===== src/rtl/rldf_pkg.sv =====
`timescale 1ns / 1ps

package rldf_pkg;

    localparam int LINE_MAX_DEF = 32;
    localparam int CLUE_MAX_DEF = 16;

    localparam int CLUE_W      = 6;
    localparam int DOM_W       = 2;
    localparam int STAT_W      = 2;
    localparam int TDATA_IN_W  = 8;
    localparam int TDATA_OUT_W = 8;

    localparam logic [DOM_W-1:0] DOM_EMPTY  = 2'b01;
    localparam logic [DOM_W-1:0] DOM_FILLED = 2'b10;

    localparam logic ACT_CLUE = 1'b0;
    localparam logic ACT_CELL = 1'b1;

    localparam logic [STAT_W-1:0] STAT_OK       = 2'd0;
    localparam logic [STAT_W-1:0] STAT_CONTRA   = 2'd1;
    localparam logic [STAT_W-1:0] STAT_INVALID  = 2'd2;
    localparam logic [STAT_W-1:0] STAT_OVERFLOW = 2'd3;

    typedef struct packed {
        logic             clear;
        logic             shift;
        logic             f_init;
        logic             f_step;
        logic             b_init;
        logic             b_step;
        logic [DOM_W-1:0] dom;
    } rldf_cmd_t;

    typedef struct packed {
        logic adv;
        logic fill;
        logic loop;
        logic f;
    } rldf_link_t;

    typedef struct packed {
        logic acc;
        logic ce;
        logic cf;
    } rldf_flag_t;

endpackage


===== src/rtl/rldf_cell.sv =====
`timescale 1ns / 1ps

module rldf_cell #(
    parameter int LINE_MAX = rldf_pkg::LINE_MAX_DEF
) (
    input  logic                 aclk,
    input  logic                 aresetn,
    input  rldf_pkg::rldf_cmd_t  cmd,
    input  rldf_pkg::rldf_link_t lo_in,
    input  logic                 hi_b,
    output rldf_pkg::rldf_link_t up_out,
    output logic                 b_out,
    output rldf_pkg::rldf_flag_t flag_out
);

    logic adv_reg, adv_next;
    logic fill_reg, fill_next;
    logic loop_reg, loop_next;
    logic f_reg, f_next;
    logic b_reg, b_next;
    logic [LINE_MAX:0] stack_reg, stack_next;

    logic de, df, last, go_e, go_f, fwd, bwd;

    always_comb begin
        de   = |(cmd.dom & rldf_pkg::DOM_EMPTY);
        df   = |(cmd.dom & rldf_pkg::DOM_FILLED);
        last = !adv_reg && lo_in.adv;
        go_e = (loop_reg && b_reg) || (adv_reg && !fill_reg && hi_b);
        go_f = adv_reg && fill_reg && hi_b;
        fwd  = (f_reg && de && loop_reg) ||
               (lo_in.f && lo_in.adv && ((de && !lo_in.fill) || (df && lo_in.fill)));
        bwd  = (de && go_e) || (df && go_f);
    end

    always_comb begin
        adv_next   = adv_reg;
        fill_next  = fill_reg;
        loop_next  = loop_reg;
        f_next     = f_reg;
        b_next     = b_reg;
        stack_next = stack_reg;
        priority if (cmd.clear) begin
            adv_next  = 1'b0;
            fill_next = 1'b0;
            loop_next = 1'b1;
            f_next    = 1'b0;
            b_next    = 1'b0;
        end else if (cmd.shift) begin
            adv_next  = lo_in.adv;
            fill_next = lo_in.fill;
            loop_next = lo_in.loop;
        end else if (cmd.f_init) begin
            f_next = lo_in.f;
        end else if (cmd.f_step) begin
            f_next     = fwd;
            stack_next = {stack_reg[LINE_MAX-1:0], f_reg};
        end else if (cmd.b_init) begin
            b_next = last;
        end else if (cmd.b_step) begin
            b_next     = bwd;
            stack_next = {1'b0, stack_reg[LINE_MAX:1]};
        end
    end

    always_ff @(posedge aclk) begin
        if (!aresetn) begin
            adv_reg  <= 1'b0;
            fill_reg <= 1'b0;
            loop_reg <= 1'b1;
            f_reg    <= 1'b0;
            b_reg    <= 1'b0;
        end else begin
            adv_reg  <= adv_next;
            fill_reg <= fill_next;
            loop_reg <= loop_next;
            f_reg    <= f_next;
            b_reg    <= b_next;
        end
        stack_reg <= stack_next;
    end

    assign up_out.adv   = adv_reg;
    assign up_out.fill  = fill_reg;
    assign up_out.loop  = loop_reg;
    assign up_out.f     = f_reg;
    assign b_out        = b_reg;
    assign flag_out.acc = f_reg && last;
    assign flag_out.ce  = de && go_e && stack_reg[0];
    assign flag_out.cf  = df && go_f && stack_reg[0];

endmodule


===== src/rtl/rldf_ctrl.sv =====
`timescale 1ns / 1ps

module rldf_ctrl #(
    parameter int LINE_MAX = rldf_pkg::LINE_MAX_DEF,
    parameter int CLUE_MAX = rldf_pkg::CLUE_MAX_DEF
) (
    input  logic                                 aclk,
    input  logic                                 aresetn,
    input  logic                                 s_tvalid,
    output logic                                 s_tready,
    input  logic [rldf_pkg::TDATA_IN_W-1:0]      s_tdata,
    input  logic                                 s_tuser,
    input  logic                                 s_tlast,
    output logic                                 m_tvalid,
    input  logic                                 m_tready,
    output logic [rldf_pkg::TDATA_OUT_W-1:0]     m_tdata,
    output logic [rldf_pkg::STAT_W-1:0]          m_tuser,
    output logic                                 m_tlast,
    output rldf_pkg::rldf_cmd_t                  cmd,
    output rldf_pkg::rldf_link_t                 sym,
    input  rldf_pkg::rldf_flag_t                 flags
);

    localparam int CW    = $clog2(LINE_MAX + 1);
    localparam int IW    = (LINE_MAX > 1) ? $clog2(LINE_MAX) : 1;
    localparam int CCW   = $clog2(CLUE_MAX + 1);
    localparam int JW    = (CLUE_MAX > 1) ? $clog2(CLUE_MAX) : 1;
    localparam int LW    = $clog2(LINE_MAX + 2);
    localparam int CMP_W = (CW > rldf_pkg::CLUE_W) ? CW : rldf_pkg::CLUE_W;
    localparam int DW    = rldf_pkg::DOM_W;
    localparam int KW    = rldf_pkg::CLUE_W;

    localparam logic [3:0] S_LOAD    = 4'd0;
    localparam logic [3:0] S_CHECK   = 4'd1;
    localparam logic [3:0] S_CL_RD   = 4'd2;
    localparam logic [3:0] S_CL_CHK  = 4'd3;
    localparam logic [3:0] S_SH_FILL = 4'd4;
    localparam logic [3:0] S_SH_SEP  = 4'd5;
    localparam logic [3:0] S_LEN_CHK = 4'd6;
    localparam logic [3:0] S_F_INIT  = 4'd7;
    localparam logic [3:0] S_F_RD    = 4'd8;
    localparam logic [3:0] S_F_STEP  = 4'd9;
    localparam logic [3:0] S_F_CHK   = 4'd10;
    localparam logic [3:0] S_B_RD    = 4'd11;
    localparam logic [3:0] S_B_STEP  = 4'd12;
    localparam logic [3:0] S_E_RD    = 4'd13;
    localparam logic [3:0] S_E_OUT   = 4'd14;
    localparam logic [3:0] S_FAIL    = 4'd15;

    logic [3:0]                  state_reg, state_next;
    logic [CCW-1:0]              clue_cnt_reg, clue_cnt_next;
    logic [CW-1:0]               cell_cnt_reg, cell_cnt_next;
    logic [1:0]                  err_reg, err_next;
    logic [JW-1:0]               j_reg, j_next;
    logic [KW-1:0]               t_reg, t_next;
    logic [LW-1:0]               len_reg, len_next;
    logic [IW-1:0]               i_reg, i_next;
    logic [rldf_pkg::STAT_W-1:0] fail_reg, fail_next;
    logic                        m_valid_reg;
    logic [DW-1:0]               m_dom_reg;
    logic [rldf_pkg::STAT_W-1:0] m_stat_reg;
    logic                        m_last_reg;

    logic [KW-1:0] clue_mem [CLUE_MAX];
    logic [DW-1:0] dom_mem  [LINE_MAX];
    logic [KW-1:0] clue_rd_reg;
    logic [DW-1:0] dom_rd_reg;

    logic                        clue_we, dom_we, load_out, out_free;
    logic [IW-1:0]               dom_wa;
    logic [DW-1:0]               dom_wd, nd, out_dom;
    logic [rldf_pkg::STAT_W-1:0] out_stat;
    logic                        out_last;
    logic [CW-1:0]               n_m1;
    logic [LW-1:0]               len_inc;

    assign out_free = !m_valid_reg || m_tready;
    assign n_m1     = cell_cnt_reg - 1'b1;
    assign len_inc  = (len_reg == LW'(LINE_MAX + 1)) ? len_reg : len_reg + 1'b1;
    assign nd       = {flags.cf, flags.ce};

    always_comb begin
        state_next    = state_reg;
        clue_cnt_next = clue_cnt_reg;
        cell_cnt_next = cell_cnt_reg;
        err_next      = err_reg;
        j_next        = j_reg;
        t_next        = t_reg;
        len_next      = len_reg;
        i_next        = i_reg;
        fail_next     = fail_reg;
        cmd           = '0;
        sym           = '0;
        sym.adv       = 1'b1;
        s_tready      = 1'b0;
        clue_we       = 1'b0;
        dom_we        = 1'b0;
        dom_wa        = cell_cnt_reg[IW-1:0];
        dom_wd        = s_tdata[KW+DW-1:KW];
        load_out      = 1'b0;
        out_dom       = '0;
        out_stat      = rldf_pkg::STAT_OK;
        out_last      = 1'b0;
        unique case (state_reg)
            S_LOAD: begin
                s_tready = 1'b1;
                if (s_tvalid) begin
                    if (s_tuser == rldf_pkg::ACT_CLUE) begin
                        if (clue_cnt_reg < CCW'(CLUE_MAX)) begin
                            clue_we       = 1'b1;
                            clue_cnt_next = clue_cnt_reg + 1'b1;
                        end else begin
                            err_next[0] = 1'b1;
                        end
                    end else begin
                        if (cell_cnt_reg < CW'(LINE_MAX)) begin
                            dom_we        = 1'b1;
                            cell_cnt_next = cell_cnt_reg + 1'b1;
                        end else begin
                            err_next[1] = 1'b1;
                        end
                        if (s_tlast) begin
                            state_next = S_CHECK;
                        end
                    end
                end
            end
            S_CHECK: begin
                cmd.clear = 1'b1;
                len_next  = '0;
                if (err_reg != 2'b00) begin
                    fail_next  = rldf_pkg::STAT_OVERFLOW;
                    state_next = S_FAIL;
                end else if (clue_cnt_reg == '0) begin
                    state_next = S_F_INIT;
                end else begin
                    j_next     = JW'(clue_cnt_reg - 1'b1);
                    state_next = S_CL_RD;
                end
            end
            S_CL_RD: begin
                state_next = S_CL_CHK;
            end
            S_CL_CHK: begin
                if (clue_rd_reg == '0 || CMP_W'(clue_rd_reg) > CMP_W'(cell_cnt_reg)) begin
                    fail_next  = rldf_pkg::STAT_INVALID;
                    state_next = S_FAIL;
                end else begin
                    t_next     = clue_rd_reg - 1'b1;
                    state_next = S_SH_FILL;
                end
            end
            S_SH_FILL: begin
                cmd.shift = 1'b1;
                sym.fill  = 1'b1;
                sym.loop  = (t_reg == '0);
                len_next  = len_inc;
                if (t_reg == '0) begin
                    state_next = (j_reg == '0) ? S_LEN_CHK : S_SH_SEP;
                end else begin
                    t_next = t_reg - 1'b1;
                end
            end
            S_SH_SEP: begin
                cmd.shift  = 1'b1;
                len_next   = len_inc;
                j_next     = j_reg - 1'b1;
                state_next = S_CL_RD;
            end
            S_LEN_CHK: begin
                if (len_reg > LW'(cell_cnt_reg)) begin
                    fail_next  = rldf_pkg::STAT_CONTRA;
                    state_next = S_FAIL;
                end else begin
                    state_next = S_F_INIT;
                end
            end
            S_F_INIT: begin
                cmd.f_init = 1'b1;
                sym.f      = 1'b1;
                i_next     = '0;
                state_next = S_F_RD;
            end
            S_F_RD: begin
                state_next = S_F_STEP;
            end
            S_F_STEP: begin
                cmd.f_step = 1'b1;
                cmd.dom    = dom_rd_reg;
                if (CW'(i_reg) == n_m1) begin
                    state_next = S_F_CHK;
                end else begin
                    i_next     = i_reg + 1'b1;
                    state_next = S_F_RD;
                end
            end
            S_F_CHK: begin
                if (!flags.acc) begin
                    fail_next  = rldf_pkg::STAT_CONTRA;
                    state_next = S_FAIL;
                end else begin
                    cmd.b_init = 1'b1;
                    i_next     = IW'(n_m1);
                    state_next = S_B_RD;
                end
            end
            S_B_RD: begin
                state_next = S_B_STEP;
            end
            S_B_STEP: begin
                cmd.b_step = 1'b1;
                cmd.dom    = dom_rd_reg;
                if (nd == '0) begin
                    fail_next  = rldf_pkg::STAT_CONTRA;
                    state_next = S_FAIL;
                end else begin
                    dom_we = 1'b1;
                    dom_wa = i_reg;
                    dom_wd = nd;
                    if (i_reg == '0) begin
                        state_next = S_E_RD;
                    end else begin
                        i_next     = i_reg - 1'b1;
                        state_next = S_B_RD;
                    end
                end
            end
            S_E_RD: begin
                state_next = S_E_OUT;
            end
            S_E_OUT: begin
                if (out_free) begin
                    load_out = 1'b1;
                    out_dom  = dom_rd_reg;
                    out_last = (CW'(i_reg) == n_m1);
                    if (out_last) begin
                        clue_cnt_next = '0;
                        cell_cnt_next = '0;
                        err_next      = '0;
                        state_next    = S_LOAD;
                    end else begin
                        i_next     = i_reg + 1'b1;
                        state_next = S_E_RD;
                    end
                end
            end
            S_FAIL: begin
                if (out_free) begin
                    load_out      = 1'b1;
                    out_stat      = fail_reg;
                    out_last      = 1'b1;
                    clue_cnt_next = '0;
                    cell_cnt_next = '0;
                    err_next      = '0;
                    state_next    = S_LOAD;
                end
            end
        endcase
    end

    always_ff @(posedge aclk) begin
        if (!aresetn) begin
            state_reg    <= S_LOAD;
            clue_cnt_reg <= '0;
            cell_cnt_reg <= '0;
            err_reg      <= '0;
            j_reg        <= '0;
            t_reg        <= '0;
            len_reg      <= '0;
            i_reg        <= '0;
            fail_reg     <= rldf_pkg::STAT_OK;
            m_valid_reg  <= 1'b0;
        end else begin
            state_reg    <= state_next;
            clue_cnt_reg <= clue_cnt_next;
            cell_cnt_reg <= cell_cnt_next;
            err_reg      <= err_next;
            j_reg        <= j_next;
            t_reg        <= t_next;
            len_reg      <= len_next;
            i_reg        <= i_next;
            fail_reg     <= fail_next;
            if (load_out) begin
                m_valid_reg <= 1'b1;
            end else if (m_tready) begin
                m_valid_reg <= 1'b0;
            end
        end
        if (load_out) begin
            m_dom_reg  <= out_dom;
            m_stat_reg <= out_stat;
            m_last_reg <= out_last;
        end
    end

    always_ff @(posedge aclk) begin
        if (clue_we) begin
            clue_mem[clue_cnt_reg[JW-1:0]] <= s_tdata[KW-1:0];
        end
        clue_rd_reg <= clue_mem[j_reg];
    end

    always_ff @(posedge aclk) begin
        if (dom_we) begin
            dom_mem[dom_wa] <= dom_wd;
        end
        dom_rd_reg <= dom_mem[i_reg];
    end

    assign m_tvalid = m_valid_reg;
    assign m_tdata  = {{(rldf_pkg::TDATA_OUT_W - DW){1'b0}}, m_dom_reg};
    assign m_tuser  = m_stat_reg;
    assign m_tlast  = m_last_reg;

endmodule


===== src/rtl/runlength_line_domain_filter_top.sv =====
`timescale 1ns / 1ps

// Channel  Direction  tdata                              tuser                 tlast
// s_       in         [5:0] clue_length, [7:6] cell_dom  [0] action            last_cell
// m_       out        [1:0] new_domain, [7:2] zero       [1:0] status          last_result
//
// Clue and cell items are taken while s_tready is high; a cell item marked tlast
// starts the solve, which reads each clue and shifts its pattern symbols into the cell row,
// then runs a forward pass and a backward pass over the cells through the registered read
// of the domain memory, then sends the result items, which the output may stall, with
// checks between the passes.
// Reset is synchronous and active low; the cell stores need no clearing.
// s_tready stays low from the line's last item until its final result is registered.

module runlength_line_domain_filter_top #(
    parameter int LINE_MAX = rldf_pkg::LINE_MAX_DEF,
    parameter int CLUE_MAX = rldf_pkg::CLUE_MAX_DEF
) (
    input  logic                             aclk,
    input  logic                             aresetn,
    input  logic                             s_tvalid,
    output logic                             s_tready,
    input  logic [rldf_pkg::TDATA_IN_W-1:0]  s_tdata,  // clue_length, cell_domain
    input  logic                             s_tuser,  // action
    input  logic                             s_tlast,
    output logic                             m_tvalid,
    input  logic                             m_tready,
    output logic [rldf_pkg::TDATA_OUT_W-1:0] m_tdata,  // new_domain
    output logic [rldf_pkg::STAT_W-1:0]      m_tuser,  // status
    output logic                             m_tlast
);

    rldf_pkg::rldf_cmd_t  cmd;
    rldf_pkg::rldf_link_t link [LINE_MAX+1];
    rldf_pkg::rldf_flag_t flag [LINE_MAX+1];
    rldf_pkg::rldf_flag_t flags;
    logic [LINE_MAX+1:0]  bvec;
    logic [LINE_MAX:0]    acc_vec, ce_vec, cf_vec;

    assign bvec[LINE_MAX+1] = 1'b0;

    genvar k;
    generate
        for (k = 0; k <= LINE_MAX; k++) begin : g_cell
            if (k == LINE_MAX) begin : g_top
                rldf_cell #(.LINE_MAX(LINE_MAX)) u_cell (
                    .aclk     (aclk),
                    .aresetn  (aresetn),
                    .cmd      (cmd),
                    .lo_in    (link[k]),
                    .hi_b     (bvec[k+1]),
                    .up_out   (),
                    .b_out    (bvec[k]),
                    .flag_out (flag[k])
                );
            end else begin : g_mid
                rldf_cell #(.LINE_MAX(LINE_MAX)) u_cell (
                    .aclk     (aclk),
                    .aresetn  (aresetn),
                    .cmd      (cmd),
                    .lo_in    (link[k]),
                    .hi_b     (bvec[k+1]),
                    .up_out   (link[k+1]),
                    .b_out    (bvec[k]),
                    .flag_out (flag[k])
                );
            end
            assign acc_vec[k] = flag[k].acc;
            assign ce_vec[k]  = flag[k].ce;
            assign cf_vec[k]  = flag[k].cf;
        end
    endgenerate

    assign flags.acc = |acc_vec;
    assign flags.ce  = |ce_vec;
    assign flags.cf  = |cf_vec;

    rldf_ctrl #(
        .LINE_MAX (LINE_MAX),
        .CLUE_MAX (CLUE_MAX)
    ) u_ctrl (
        .aclk     (aclk),
        .aresetn  (aresetn),
        .s_tvalid (s_tvalid),
        .s_tready (s_tready),
        .s_tdata  (s_tdata),
        .s_tuser  (s_tuser),
        .s_tlast  (s_tlast),
        .m_tvalid (m_tvalid),
        .m_tready (m_tready),
        .m_tdata  (m_tdata),
        .m_tuser  (m_tuser),
        .m_tlast  (m_tlast),
        .cmd      (cmd),
        .sym      (link[0]),
        .flags    (flags)
    );

    a_fail_is_last: assert property (@(posedge aclk) disable iff (!aresetn)
        (m_tvalid && m_tuser != rldf_pkg::STAT_OK) |-> m_tlast)
        else $error("failure item not marked last");

    a_fail_no_domain: assert property (@(posedge aclk) disable iff (!aresetn)
        (m_tvalid && m_tuser != rldf_pkg::STAT_OK) |-> (m_tdata == '0))
        else $error("failure item carries a domain");

    a_busy_after_line: assert property (@(posedge aclk) disable iff (!aresetn)
        (s_tvalid && s_tready && s_tuser == rldf_pkg::ACT_CELL && s_tlast) |=> !s_tready)
        else $error("input taken while a line is being solved");

    a_cells_quiet: assert property (@(posedge aclk) disable iff (!aresetn)
        s_tready |-> !(cmd.f_step || cmd.b_step || cmd.shift))
        else $error("cell row active while loading");

endmodule


===== config.mk =====
export PLATFORM = sky130hd
export DESIGN_NAME = runlength_line_domain_filter_top
export DESIGN_NICKNAME = d
export VERILOG_FILES = /design/src/rtl/rldf_pkg.sv /design/src/rtl/rldf_cell.sv /design/src/rtl/rldf_ctrl.sv /design/src/rtl/runlength_line_domain_filter_top.sv
export SDC_FILE = /design/constraint.sdc
export NUM_CORES = 2
export LEC_CHECK = 0
export BUFFER_PORTS_ARGS = -buffer_cell sky130_fd_sc_hd__buf_2
export CAP_MARGIN = 20
export CORE_MARGIN = 2
export CORE_UTILIZATION = 45
export CTS_CLUSTER_DIAMETER = 150
export CTS_CLUSTER_SIZE = 28
export DETAILED_ROUTE_END_ITERATION = 8
export PLACE_DENSITY = 0.58
export SLEW_MARGIN = 0
export SYNTH_ARGS = -nofsm -noshare
export SYNTH_HDL_FRONTEND = slang
export SYNTH_SLANG_ARGS = --single-unit

===== constraint.sdc =====
create_clock -name aclk -period 102.9 [get_ports aclk]
set_input_delay 5.145 -clock aclk [delete_from_list [all_inputs] [get_ports aclk]]
set_output_delay 5.145 -clock aclk [all_outputs]
set_load 0.005 [all_outputs]

==> metrics <==
result of the run=finished clean; net count of the finished layout=around 6300; Synth cell types=between 80 and 90; Async SR Flop Fraction=0; setup clock skew after layout=between 20 and 25 ps; minimum clock period=about 7500 ps; placeable core area=142000 um2; Seq pwr share=0.617; unrepaired setup endpoints after global routing=no; number of buffers added by the clock tree synthesis step=between 50 and 60; CTS sink count=between 1000 and 1500; global-route usage over all layers=0.176; most numerous cell types in the synthesized netlist=sky130_fd_sc_hd__nand2_1, sky130_fd_sc_hd__edfxtp_1, sky130_fd_sc_hd__clkbuf_1, sky130_fd_sc_hd__dfxtp_1, sky130_fd_sc_hd__o21ai_0; setup slack of the critical path after layout=~95000 ps; clock buffer depth=3; required time of the critical path=approximately 98000 ps; min-delay worst type=flip-flop to flip-flop; total gr overflow=0; Worst R2R Start=u_ctrl.state_reg[2]; area of the die=between 100000 and 150000 um2; synthesized instance count=approximately 6500; Post-Syn Area=roughly 64000 um2; ant diodes=0; clock latency of the later-clocked register in the worst-skew pair=about 720 ps; ranking of synthesized cells by area=sky130_fd_sc_hd__edfxtp_1, sky130_fd_sc_hd__nand2_1, sky130_fd_sc_hd__dfxtp_1, sky130_fd_sc_hd__clkbuf_1, sky130_fd_sc_hd__o21ai_0; clock tree from TritonCTS=yes; maximum number of pins on one net before global-route repair=between 200 and 300; net switching power figure=between 0.2 and 0.3 mW; number of input and output port buffers inserted=20; Fin Setup TNS=0 ps; DR pass1 iterations=7; Wirelength per Cell=between 15 and 20 um; number of synthesized register bits=~1500; Worst Hold Path Cells=2; measured slew at the worst slew-check pin=around 1100 ps; leakage power figure=around 26 nW; number of DRC markers after the initial detailed-route iteration=roughly 4400; number of nets with antenna violations after detailed routing=0; vias in the first global route=41000; remaining max-slew budget at the tightest pin=0.240; dominant register cell in the synthesized netlist=sky130_fd_sc_hd__edfxtp_1; Power per Cell Area=roughly 17 nW/um2; final core occ=0.477; kind of start point of the critical path=flip-flop; initial cell density of the core=0.454; vias after detailed routing=43400; switch share=0.264; final hold violation count=0; number of synthesized flops with an enable pin=around 1300; data arrival time of the worst path=about 2300 ps; maximum clock frequency=around 0.13 GHz; number of synthesis warnings=0; HPWL after detailed placement=77000 um; number of antenna violations at the first check in global routing=0; start point of the critical path=u_ctrl.state_reg[3]; Place WS=approximately 95000 ps; worst-case vdd ir drop=between 0.01 and 0.015 mV; Largest register FFs=between 1000 and 1500; largest fanout on the critical path=26; IO Count=27; Die X=about 380 um; vertical die dimension=roughly 380 um; Std-Cell Rows=138; proportion of netlist area held by the largest area contributor=0.585; worst hold start=u_ctrl.err_reg[0]; sequential cell area fraction in the yosys report=0.652; clock-pin slew reported for the worst setup and hold paths after clock tree synthesis=roughly 120 ps; Critical Path Sink Type=output pin; DRC errors left=0; Syn Area/Cell=about 9.9 um2; post-CTS setup buffer count=0; type of the worst setup path=flip-flop to output pin; number of max-cap violations=0; P&R area growth vs syn=5.06%; total count of max-transition violations in the final report=0; detailed-route vias per instance=around 5.3; root buf cell=sky130_fd_sc_hd__clkbuf_16; worst r2r path cells=8; overall power consumption=about 1.1 mW; number of hold-repair buffers added at the cts stage=0; minimum hold slack=485 ps; relative contribution of combinational cells to total power=0.121; final clock period utilization by the worst path=0.0726; first-pass GRT wire length=about 220000 um; number of instances resized during post-cts repair=0; fraction of layout instances using a drive strength above 1=0.0315; H-tree level count=2; clock share of power=0.262; dominant cell type by area after synthesis=sky130_fd_sc_hd__edfxtp_1; Setup violations, final=0; routability cong.=slightly below 0.9; total internal power=0.823 mW; wire length after detailed routing=about 130000 um; most frequently used cell type in the post-synthesis netlist=sky130_fd_sc_hd__nand2_1
area by class of cell:
class / count / area [um2]
Clock inverter: 4 / 72.6
Inverter: 57 / 214
Multi-Input combinational cell: 4620 / 20700
Sequential cell: 1467 / 41900
Timing Repair Buffer: 72 / 653
Fill cell: 13400 / 74200
Tap cell: 1890 / 2360
Clock buffer: 104 / 1620
power groups by stage:
| stage | clock, mW | combinational [mW] | sequential (mW) |
|---|---|---|---|
| finish | 0.293 | 0.135 | 0.690 |
| detailed placement | 0 | 0.132 | 0.703 |
| global route | 0.323 | 0.151 | 0.693 |
| global placement | 0 | 0.130 | 0.703 |
| CTS | 0.305 | 0.132 | 0.690 |
| floorplan | 0 | 0.104 | 0.715 |
cell usage in the layout, fill, tap and decap left out, types with 14 or more instances in the layout:
cell type / count
sky130_fd_sc_hd__edfxtp_1: 1254
sky130_fd_sc_hd__inv_1: 56
sky130_fd_sc_hd__a21o_1: 15
sky130_fd_sc_hd__mux4_2: 30
sky130_fd_sc_hd__nand2b_1: 22
sky130_fd_sc_hd__ha_1: 25
sky130_fd_sc_hd__a221oi_1: 23
sky130_fd_sc_hd__o22ai_1: 42
sky130_fd_sc_hd__nand3_1: 81
sky130_fd_sc_hd__a211oi_1: 14
sky130_fd_sc_hd__nor3_1: 17
sky130_fd_sc_hd__and2_1: 40
sky130_fd_sc_hd__o21ai_0: 188
sky130_fd_sc_hd__nand3b_1: 43
sky130_fd_sc_hd__xnor2_1: 14
sky130_fd_sc_hd__a21oi_1: 154
sky130_fd_sc_hd__nor2_1: 112
sky130_fd_sc_hd__dfxtp_1: 212
sky130_fd_sc_hd__clkbuf_16: 58
sky130_fd_sc_hd__and3_1: 87
sky130_fd_sc_hd__a21boi_0: 14
sky130_fd_sc_hd__nand4_1: 36
sky130_fd_sc_hd__nand2_1: 3475
sky130_fd_sc_hd__clkbuf_1: 46
sky130_fd_sc_hd__buf_4: 42
sky130_fd_sc_hd__buf_2: 20
sky130_fd_sc_hd__mux2i_1: 37
worst max-delay path: stages, from the launching register on:
cell and delay [ps]:
sky130_fd_sc_hd__dfxtp_1 930, sky130_fd_sc_hd__nor2_1 180, sky130_fd_sc_hd__nand2_1 230, sky130_fd_sc_hd__inv_1 120
sky130_fd_sc_hd__buf_2 140
cells by family (layout without fill, tap and decap cells):
kind of cell | count (synthesis) | count (layout) | synth area share
adders and majority gates | 26 | 26 | 0.00517
AOI/OAI and AO/OA | 530 | 530 | 0.0494
and+or+nand+nor | 3964 | 3964 | 0.246
other | 1 | 6 | 0.0000583
muxes | 72 | 72 | 0.0176
xor gates and xnor gates | 22 | 22 | 0.00300
DFF | 1467 | 1467 | 0.652
buffers and inverters | 436 | 237 | 0.0273
metrics by stage:
stage / instance area (um2) / instances
2_1_floorplan: 64300 / 6523
3_3_place_gp: 65700 / 8101
3_5_place_dp: 65700 / 8101
4_1_cts: 67400 / 8209
5_1_grt: 67600 / 8214
6_report: 67600 / 8214
final timing paths:
path	slack [ps]	to
setup / recovery	95430	s_tready
hold / removal	480	u_ctrl.err_reg[0]
setup reg to reg	97590	g_cell[20].g_mid.u_cell.stack_reg[13]
hold reg to reg	480	u_ctrl.err_reg[0]
layer usage:
metal,track usage,wire length [um],part of all wire,up-vias
met5,0,0,0,-
met3,0.0192,6280,0.048,168
li1,-,-,-,21300
met4,0.0424,2880,0.022,0
met1,0.263,63300,0.48,21000
met2,0.275,59600,0.45,904
(Power assumes the default switching activity.)
